===== config.mk =====
export PLATFORM = sky130hd
export DESIGN_NAME = dwindle_tile_layout
export DESIGN_NICKNAME = d
export VERILOG_FILES = /design/src/hw/rtl/dtl_pkg.sv /design/src/hw/rtl/dwindle_tile_layout.sv /design/src/hw/rtl/dtl_cfg_regs.sv /design/src/hw/rtl/dtl_split.sv
export SDC_FILE = /design/constraint.sdc
export NUM_CORES = 1
export LEC_CHECK = 0
export ABC_AREA = 1
export ABC_CLOCK_PERIOD_IN_PS = 22700
export BUFFER_PORTS_ARGS = -buffer_cell sky130_fd_sc_hd__buf_2
export CAP_MARGIN = 20
export CELL_PAD_IN_SITES_DETAIL_PLACEMENT = 2
export CELL_PAD_IN_SITES_GLOBAL_PLACEMENT = 2
export CORE_ASPECT_RATIO = 0.8
export CORE_UTILIZATION = 35
export DETAILED_ROUTE_END_ITERATION = 16
export PLACE_DENSITY = 0.84
export SKIP_LAST_GASP = 1
export SYNTH_ARGS = -nofsm -noshare
export SYNTH_HDL_FRONTEND = slang
export SYNTH_HIERARCHICAL = 1
export SYNTH_SLANG_ARGS = --single-unit
export TNS_END_PERCENT = 30

===== constraint.sdc =====
create_clock -name clk -period 22.7 [get_ports clk]
set_clock_uncertainty 0.05 [all_clocks]
set_input_delay 3.405 -clock clk [delete_from_list [all_inputs] [get_ports clk]]
set_output_delay 3.405 -clock clk [all_outputs]
set_load 0.005 [all_outputs]

===== src/hw/rtl/dtl_pkg.sv =====
package dtl_pkg;

  localparam int ID_BITS       = 8;
  localparam int RATIO_BITS    = 10;
  localparam int GAP_BITS      = 9;
  localparam int FRAME_BITS    = 6;
  localparam int AREA_BITS     = 14;
  localparam int OUT_BITS      = 16;
  localparam int DEPTH_BITS    = 8;
  localparam int CFG_DATA_BITS = 32;
  localparam int CFG_ADDR_BITS = 5;
  localparam int REG_IDX_BITS  = 3;
  localparam int M_TDATA_BITS  = ID_BITS + 8 * OUT_BITS;
  localparam int M_TUSER_BITS  = 2;

  localparam logic [RATIO_BITS-1:0] RATIO_HALF = RATIO_BITS'(512);
  localparam logic [RATIO_BITS-1:0] RATIO_LSBS = RATIO_BITS'(1023);

  localparam logic [RATIO_BITS-1:0] SPLIT_RATIO_RST   = RATIO_BITS'(563);
  localparam logic [GAP_BITS-1:0]   OUTER_MARGIN_RST  = GAP_BITS'(8);
  localparam logic [GAP_BITS-1:0]   INNER_SPACING_RST = GAP_BITS'(6);
  localparam logic [FRAME_BITS-1:0] FRAME_WIDTH_RST   = FRAME_BITS'(2);
  localparam logic [AREA_BITS-1:0]  AREA_LEFT_RST     = AREA_BITS'(0);
  localparam logic [AREA_BITS-1:0]  AREA_TOP_RST      = AREA_BITS'(0);
  localparam logic [AREA_BITS-1:0]  AREA_WIDTH_RST    = AREA_BITS'(1920);
  localparam logic [AREA_BITS-1:0]  AREA_HEIGHT_RST   = AREA_BITS'(1080);

  typedef enum logic [REG_IDX_BITS-1:0] {
    REG_SPLIT_RATIO   = 3'd0,
    REG_OUTER_MARGIN  = 3'd1,
    REG_INNER_SPACING = 3'd2,
    REG_FRAME_WIDTH   = 3'd3,
    REG_AREA_LEFT     = 3'd4,
    REG_AREA_TOP      = 3'd5,
    REG_AREA_WIDTH    = 3'd6,
    REG_AREA_HEIGHT   = 3'd7
  } reg_idx_t;

  typedef struct packed {
    logic [RATIO_BITS-1:0] split_ratio;
    logic [GAP_BITS-1:0]   outer_margin;
    logic [GAP_BITS-1:0]   inner_spacing;
    logic [FRAME_BITS-1:0] frame_width;
    logic [AREA_BITS-1:0]  area_left;
    logic [AREA_BITS-1:0]  area_top;
    logic [AREA_BITS-1:0]  area_width;
    logic [AREA_BITS-1:0]  area_height;
  } cfg_t;

  typedef struct packed {
    logic [ID_BITS-1:0]  window_id;
    logic [OUT_BITS-1:0] tile_x;
    logic [OUT_BITS-1:0] tile_y;
    logic [OUT_BITS-1:0] tile_w;
    logic [OUT_BITS-1:0] tile_h;
    logic [OUT_BITS-1:0] frame_x;
    logic [OUT_BITS-1:0] frame_y;
    logic [OUT_BITS-1:0] frame_w;
    logic [OUT_BITS-1:0] frame_h;
    logic                frame_on;
    logic                use_focus_colour;
    logic                arrangement_done;
  } result_t;

endpackage


===== src/hw/rtl/dwindle_tile_layout.sv =====
// Channel   Dir  Payload                                            Accepted when
// s_        in   tdata: window_id; tlast: final_window;             s_tvalid && s_tready
//                tuser: has_focus
// m_        out  tdata: window_id, tile x/y/w/h, frame x/y/w/h;     m_tvalid && m_tready
//                tlast: arrangement_done; tuser: frame_on, focus
// apb       in   8 registers at 4*i, write in access phase          psel&&penable&&pwrite
//
// One window per cycle while m_ does not stall; m_tvalid rises as the result register loads.
// The split multiply, subtract and region update form one stage between the input
// register and the result register; the region state closes the loop in that stage.
// Reset is synchronous; no clearing pass, ready as soon as reset is released.
// A stalled m_ side holds the result register; the input register then fills and
// s_tready drops. Windows that give no result never load the result register, but
// still wait while a result is held.
module dwindle_tile_layout #(
  parameter int MAX_TILES  = 256,
  parameter int COORD_BITS = 16
) (
  input  logic                               clk,
  input  logic                               rst,
  input  logic                               psel,
  input  logic                               penable,
  input  logic                               pwrite,
  input  logic [dtl_pkg::CFG_ADDR_BITS-1:0]  paddr,
  input  logic [dtl_pkg::CFG_DATA_BITS-1:0]  pwdata,
  output logic [dtl_pkg::CFG_DATA_BITS-1:0]  prdata,
  output logic                               pready,
  input  logic                               s_tvalid,
  output logic                               s_tready,
  input  logic [dtl_pkg::ID_BITS-1:0]        s_tdata,  // window_id
  input  logic                               s_tlast,
  input  logic [0:0]                         s_tuser,  // has_focus
  output logic                               m_tvalid,
  input  logic                               m_tready,
  // out_window_id, tile_x, tile_y, tile_w, tile_h, frame_x, frame_y, frame_w, frame_h
  output logic [dtl_pkg::M_TDATA_BITS-1:0]   m_tdata,
  output logic                               m_tlast,
  output logic [dtl_pkg::M_TUSER_BITS-1:0]   m_tuser   // frame_on, use_focus_colour
);
  import dtl_pkg::*;

  cfg_t    cfg;
  result_t res, res_q;
  logic    emit;
  logic    in_valid;
  logic    advance;
  logic [ID_BITS-1:0] in_id;
  logic    in_last;
  logic    in_focus;

  dtl_cfg_regs u_cfg (
    .clk     (clk),
    .rst     (rst),
    .psel    (psel),
    .penable (penable),
    .pwrite  (pwrite),
    .paddr   (paddr),
    .pwdata  (pwdata),
    .prdata  (prdata),
    .pready  (pready),
    .cfg     (cfg)
  );

  assign advance  = in_valid && (!m_tvalid || m_tready);
  assign s_tready = !in_valid || advance;

  always_ff @(posedge clk) begin
    if (rst) begin
      in_valid <= 1'b0;
    end else if (s_tready) begin
      in_valid <= s_tvalid;
    end
    if (s_tready && s_tvalid) begin
      in_id    <= s_tdata;
      in_last  <= s_tlast;
      in_focus <= s_tuser[0];
    end
  end

  dtl_split #(
    .MAX_TILES  (MAX_TILES),
    .COORD_BITS (COORD_BITS)
  ) u_split (
    .clk          (clk),
    .rst          (rst),
    .fire         (advance),
    .window_id    (in_id),
    .final_window (in_last),
    .has_focus    (in_focus),
    .cfg          (cfg),
    .emit         (emit),
    .res          (res)
  );

  always_ff @(posedge clk) begin
    if (rst) begin
      m_tvalid <= 1'b0;
    end else if (advance) begin
      m_tvalid <= emit;
    end else if (m_tready) begin
      m_tvalid <= 1'b0;
    end
    if (advance && emit) begin
      res_q <= res;
    end
  end

  assign m_tdata = {res_q.frame_h, res_q.frame_w, res_q.frame_y, res_q.frame_x,
                    res_q.tile_h, res_q.tile_w, res_q.tile_y, res_q.tile_x,
                    res_q.window_id};
  assign m_tlast = res_q.arrangement_done;
  assign m_tuser = {res_q.use_focus_colour, res_q.frame_on};

endmodule


===== src/hw/rtl/dtl_cfg_regs.sv =====
module dtl_cfg_regs (
  input  logic                               clk,
  input  logic                               rst,
  input  logic                               psel,
  input  logic                               penable,
  input  logic                               pwrite,
  input  logic [dtl_pkg::CFG_ADDR_BITS-1:0]  paddr,
  input  logic [dtl_pkg::CFG_DATA_BITS-1:0]  pwdata,
  output logic [dtl_pkg::CFG_DATA_BITS-1:0]  prdata,
  output logic                               pready,
  output dtl_pkg::cfg_t                      cfg
);
  import dtl_pkg::*;

  reg_idx_t idx;
  logic     wr_en;

  assign idx    = reg_idx_t'(paddr[CFG_ADDR_BITS-1:2]);
  assign pready = 1'b1;
  assign wr_en  = psel && penable && pwrite && pready;

  always_ff @(posedge clk) begin
    if (rst) begin
      cfg.split_ratio   <= SPLIT_RATIO_RST;
      cfg.outer_margin  <= OUTER_MARGIN_RST;
      cfg.inner_spacing <= INNER_SPACING_RST;
      cfg.frame_width   <= FRAME_WIDTH_RST;
      cfg.area_left     <= AREA_LEFT_RST;
      cfg.area_top      <= AREA_TOP_RST;
      cfg.area_width    <= AREA_WIDTH_RST;
      cfg.area_height   <= AREA_HEIGHT_RST;
    end else if (wr_en) begin
      case (idx)
        REG_SPLIT_RATIO:   cfg.split_ratio   <= pwdata[RATIO_BITS-1:0];
        REG_OUTER_MARGIN:  cfg.outer_margin  <= pwdata[GAP_BITS-1:0];
        REG_INNER_SPACING: cfg.inner_spacing <= pwdata[GAP_BITS-1:0];
        REG_FRAME_WIDTH:   cfg.frame_width   <= pwdata[FRAME_BITS-1:0];
        REG_AREA_LEFT:     cfg.area_left     <= pwdata[AREA_BITS-1:0];
        REG_AREA_TOP:      cfg.area_top      <= pwdata[AREA_BITS-1:0];
        REG_AREA_WIDTH:    cfg.area_width    <= pwdata[AREA_BITS-1:0];
        REG_AREA_HEIGHT:   cfg.area_height   <= pwdata[AREA_BITS-1:0];
        default: ;
      endcase
    end
  end

  always_comb begin
    case (idx)
      REG_SPLIT_RATIO:   prdata = CFG_DATA_BITS'(cfg.split_ratio);
      REG_OUTER_MARGIN:  prdata = CFG_DATA_BITS'(cfg.outer_margin);
      REG_INNER_SPACING: prdata = CFG_DATA_BITS'(cfg.inner_spacing);
      REG_FRAME_WIDTH:   prdata = CFG_DATA_BITS'(cfg.frame_width);
      REG_AREA_LEFT:     prdata = CFG_DATA_BITS'(cfg.area_left);
      REG_AREA_TOP:      prdata = CFG_DATA_BITS'(cfg.area_top);
      REG_AREA_WIDTH:    prdata = CFG_DATA_BITS'(cfg.area_width);
      REG_AREA_HEIGHT:   prdata = CFG_DATA_BITS'(cfg.area_height);
      default:           prdata = '0;
    endcase
  end

endmodule


===== src/hw/rtl/dtl_split.sv =====
module dtl_split #(
  parameter int MAX_TILES  = 256,
  parameter int COORD_BITS = 16
) (
  input  logic                         clk,
  input  logic                         rst,
  input  logic                         fire,
  input  logic [dtl_pkg::ID_BITS-1:0]  window_id,
  input  logic                         final_window,
  input  logic                         has_focus,
  input  dtl_pkg::cfg_t                cfg,
  output logic                         emit,
  output dtl_pkg::result_t             res
);
  import dtl_pkg::*;

  localparam int W  = COORD_BITS;
  localparam int PW = COORD_BITS + RATIO_BITS + 1;
  localparam logic [DEPTH_BITS-1:0] DEPTH_LIMIT = DEPTH_BITS'(MAX_TILES - 1);

  typedef logic signed [W-1:0]  coord_t;
  typedef logic signed [PW-1:0] prod_t;

  coord_t region_x, region_y, region_w, region_h;
  logic [DEPTH_BITS-1:0] split_depth;
  logic in_progress;
  logic area_empty;

  coord_t open_x, open_y, open_w, open_h;
  coord_t cur_x, cur_y, cur_w, cur_h;
  coord_t span, slice, ig, half_ig;
  coord_t nxt_x, nxt_y, nxt_w, nxt_h;
  coord_t t_x, t_y, t_w, t_h;
  logic   cur_empty, fill;
  logic [DEPTH_BITS-1:0] depth;
  logic [RATIO_BITS-1:0] ratio;
  prod_t  prod, rounded, scaled;
  logic [OUT_BITS-1:0] x16, y16, w16, h16, bw16;

  always_comb begin
    open_x = W'(cfg.area_left) + W'(cfg.outer_margin);
    open_y = W'(cfg.area_top) + W'(cfg.outer_margin);
    open_w = W'(cfg.area_width) - W'({cfg.outer_margin, 1'b0});
    open_h = W'(cfg.area_height) - W'({cfg.outer_margin, 1'b0});

    cur_x     = in_progress ? region_x : open_x;
    cur_y     = in_progress ? region_y : open_y;
    cur_w     = in_progress ? region_w : open_w;
    cur_h     = in_progress ? region_h : open_h;
    depth     = in_progress ? split_depth : '0;
    cur_empty = in_progress ? area_empty
                            : ((open_w <= coord_t'(0)) || (open_h <= coord_t'(0)));
    fill      = final_window || (depth >= DEPTH_LIMIT);

    ratio   = (depth == '0) ? cfg.split_ratio : RATIO_HALF;
    span    = depth[0] ? cur_h : cur_w;
    prod    = PW'(span) * PW'($signed({1'b0, ratio}));
    rounded = prod + (prod[PW-1] ? PW'(RATIO_LSBS) : '0);
    scaled  = rounded >>> RATIO_BITS;
    half_ig = W'(cfg.inner_spacing >> 1);
    ig      = W'(cfg.inner_spacing);
    slice   = W'(scaled) - half_ig;

    nxt_x = cur_x;
    nxt_y = cur_y;
    nxt_w = cur_w;
    nxt_h = cur_h;
    t_x   = cur_x;
    t_y   = cur_y;
    t_w   = cur_w;
    t_h   = cur_h;
    if (!fill) begin
      if (depth[0]) begin
        t_h   = slice;
        nxt_y = cur_y + slice + ig;
        nxt_h = cur_h - slice - ig;
      end else begin
        t_w   = slice;
        nxt_x = cur_x + slice + ig;
        nxt_w = cur_w - slice - ig;
      end
    end

    x16  = OUT_BITS'(t_x);
    y16  = OUT_BITS'(t_y);
    w16  = OUT_BITS'(t_w);
    h16  = OUT_BITS'(t_h);
    bw16 = OUT_BITS'(cfg.frame_width);

    emit                 = !cur_empty;
    res.window_id        = window_id;
    res.tile_x           = x16;
    res.tile_y           = y16;
    res.tile_w           = w16;
    res.tile_h           = h16;
    res.arrangement_done = fill;
    if (cfg.frame_width != '0) begin
      res.frame_x          = x16 - bw16;
      res.frame_y          = y16 - bw16;
      res.frame_w          = w16 + {bw16[OUT_BITS-2:0], 1'b0};
      res.frame_h          = h16 + {bw16[OUT_BITS-2:0], 1'b0};
      res.frame_on         = 1'b1;
      res.use_focus_colour = has_focus;
    end else begin
      res.frame_x          = '0;
      res.frame_y          = '0;
      res.frame_w          = '0;
      res.frame_h          = '0;
      res.frame_on         = 1'b0;
      res.use_focus_colour = 1'b0;
    end
  end

  always_ff @(posedge clk) begin
    if (rst) begin
      in_progress <= 1'b0;
      area_empty  <= 1'b0;
      split_depth <= '0;
    end else if (fire) begin
      split_depth <= depth;
      region_x    <= cur_x;
      region_y    <= cur_y;
      region_w    <= cur_w;
      region_h    <= cur_h;
      if (cur_empty) begin
        in_progress <= !final_window;
        area_empty  <= 1'b1;
      end else if (fill) begin
        in_progress <= !final_window;
        area_empty  <= !final_window;
      end else begin
        in_progress <= 1'b1;
        area_empty  <= 1'b0;
        region_x    <= nxt_x;
        region_y    <= nxt_y;
        region_w    <= nxt_w;
        region_h    <= nxt_h;
        split_depth <= depth + DEPTH_BITS'(1);
      end
    end
  end

  a_close_on_last: assert property (@(posedge clk) disable iff (rst)
    fire && final_window |=> !in_progress)
    else $error("arrangement still open after last window");

  a_overflow_blocks: assert property (@(posedge clk) disable iff (rst)
    fire && emit && fill && !final_window |=> in_progress && area_empty)
    else $error("results not suppressed after tile limit");

  a_depth_step: assert property (@(posedge clk) disable iff (rst)
    fire && emit && !fill |=> split_depth == $past(depth) + DEPTH_BITS'(1))
    else $error("split depth did not advance by one");

endmodule


==> reports/qor.txt <==
Status: completed
Hold Fails Final Rpt: 0
WL per Instance: 25.1 um
Worst EP required: 22.96 ns
CP delay by family, top: simple AND/OR/NAND/NOR gates
Vias per Instance: 5.52
Total congestion overflow: 0
Starting density of the core: 35.5%
CP peak stage delay: 0.81 ns
Worst setup path class: reg -> reg
Worst Path Buf+Inv: 11
Crit path max fanout: 15
DRC Markers: 0
Number of distinct library cells after synthesis: 59
CTS max path bufs: 3
Slowest cell on crit path: fa_1
Pre-antenna DRT Iters: 5
CTS tree: built
Crit path launch type: register
Post-synth top cells: 766 x nand2_1, 612 x inv_1, 391 x nor2_1
Post-synthesis cell count: 3,707
Cell mode on critical path: nand2_1
Final nets: 4,329
Share of layout cells above drive strength 1: 11.5%
Setup WS pre-CTS: 7.74 ns
Share of flip-flops with an asynchronous set or reset: 0%
CTS buffer count: 37
Worst slew pin tran: 1.14 ns
Core Util, Final: 39.6%
Crit share post-route: 67.3%
Flops & latches, synth: 315
Core Box Area: 0.0809 mm2
Syn Area/Cell: 7.74 um2
RSZ-0062 raised after global routing: false
Yosys warns: 6
H-tree Lvls: 2
DRT antenna net count: 0
Total wire length: 125,000 um
Max Cap Viol: 0
Crit path DAT: 15.53 ns
Final setup vio count: 0
Hold Crit Class: reg -> reg
Most frequent cell after synthesis: nand2_1
Die H: 258 um
Port Buffer Count: 188
Multi-input gate area: 0.0172 mm2
Fmax achieved: 0.0655 GHz
Initial antenna violation count: 4
CTS root buf: clkbuf_16
Area delta synth->final: 11.5%
Top-area cell type share of the netlist area: 22.3%
I/O Pins: 228
First-pass GRT wire length: 188,000 um
Register-to-Register Path Depth: 67
Total track usage: 29.9%
Area contributors post-synth: edfxtp_1 22%, fa_1 13%, nand2_1 10%, ha_1 9.6%, inv_1 8.0%
Ys flop type: edfxtp_1
Fin. max-slew vios: 0
Die area: 0.0831 mm2
Fill cells: 9,247
Largest net degree at the start of global routing: 91
Via Count: 27,600
Clk Latency, worst-skew pair: 0.57 ns
# rows: 93
Register area: 0.00844 mm2
Number of global-route vias before repair: 30,100
Fin Setup TNS: 0 ns
Crit path depth: 67
EDFF count, synth: 213
Setup slack after layout: 7.43 ns
Die width: 322 um
Area leader, netlist: edfxtp_1
Hold Path Stages: 0
Final hold slack: 0.384 ns
Crit end category: register
Worst-path clk slew: 0.06 ns
Clock Sinks: 315
Register area share after synthesis: 29.4%
Starting DRT DRC Count: 2,310
Post-CTS sizing: 0
Mapped Area: 0.0287 mm2
Post-CTS Setup Repair Bufs: 0
GPL Wtd Cong: 0.891
Final Critical Period: 15.27 ns
Post-DP HPWL: 95,200 um
Slew headroom: 23.7%
CTS Hold Buffers Added: 0
## registers in the layout (all words and copies together), names as in the netlist, 2 cells and up
signal,count
u_cfg/cfg,90
u_split/region_h,16
m_tuser,2
u_split/region_y,16
u_split/split_depth,8
in_id,8
u_split/region_x,16
u_split/region_w,16
m_tdata,136
## cells by family after synthesis
family / share of synthesized area, %
AO/OA/AOI/OAI: 9.86
XOR/XNOR: 3.35
adder cells (fa/ha/maj): 22.3
buffers and inverters: 10.9
flip-flops: 29.4
multiplexers: 0.105
other: 0.0262
AND/OR/NAND/NOR: 24.1
## cells in the final DEF (no fill, tap or decap), types with 10 or more instances in the layout
| cell type | instances |
|---|---|
| o21bai_1 | 12 |
| edfxtp_1 | 213 |
| o21ai_1 | 20 |
| conb_1 | 19 |
| a21oi_1 | 173 |
| clkbuf_16 | 38 |
| nand4_1 | 70 |
| xnor2_1 | 35 |
| inv_2 | 28 |
| dfxtp_1 | 101 |
| nor3_1 | 54 |
| nor2_4 | 13 |
| nand2_2 | 33 |
| inv_1 | 611 |
| nor2_1 | 390 |
| buf_2 | 188 |
| nand3_2 | 10 |
| nand3_1 | 153 |
| clkinv_1 | 11 |
| o21ai_0 | 284 |
| nor2_2 | 20 |
| xor2_1 | 73 |
| a31oi_1 | 10 |
| buf_4 | 51 |
| fa_1 | 182 |
| or2_2 | 15 |
| nand2_1 | 766 |
| ha_1 | 220 |
## stage by stage
step | area [um2] | instances
finish | 32000 | 4992
global route | 32000 | 4991
CTS | 32000 | 4991
detailed placement | 30800 | 4926
global placement | 30800 | 4926
floorplan | 28800 | 3724
## metal layers
metal,vias up,track usage (%),part of all wire (%)
met3,217,5.18,6.9
met5,-,0,0.018
met4,4,8.77,2.8
met1,14200,39.7,43
met2,981,49.8,47
li1,12200,-,-
## final cells by class
cell class | instances | area share (%)
clock inverters | 20 | 0.747
clock buffers | 45 | 3.09
well taps | 1092 | 4.27
multi-input cells | 2634 | 53.8
inverters | 646 | 7.58
flip-flops and latches | 315 | 26.4
repair buffers | 239 | 4.14
diodes | 1 | 0.00782
## path summary, 6_finish.rpt
check,slack [ns],endpoint,start
worst max-delay path,7.43,u_split/region_y[15],u_cfg/cfg[75]
worst min-delay path,0.38,m_tdata[3],in_id[3]
worst max register to register,7.43,u_split/region_y[15],u_cfg/cfg[75]
worst min register to register,0.38,m_tdata[3],in_id[3]
## worst register-to-register path: cells and delay by family, from the launching register on
family	cells	cell delay, ns
compound gates	14	3.04
simple gates	31	4.89
fa+ha+maj	10	4.56
buf+inv	11	1.70
xor+xnor	1	0.21
flops	1	0.58
Power is left out: the tool's default activity adds up to more than one toggle a clock period on the data nets, which glitch-free logic cannot reach.
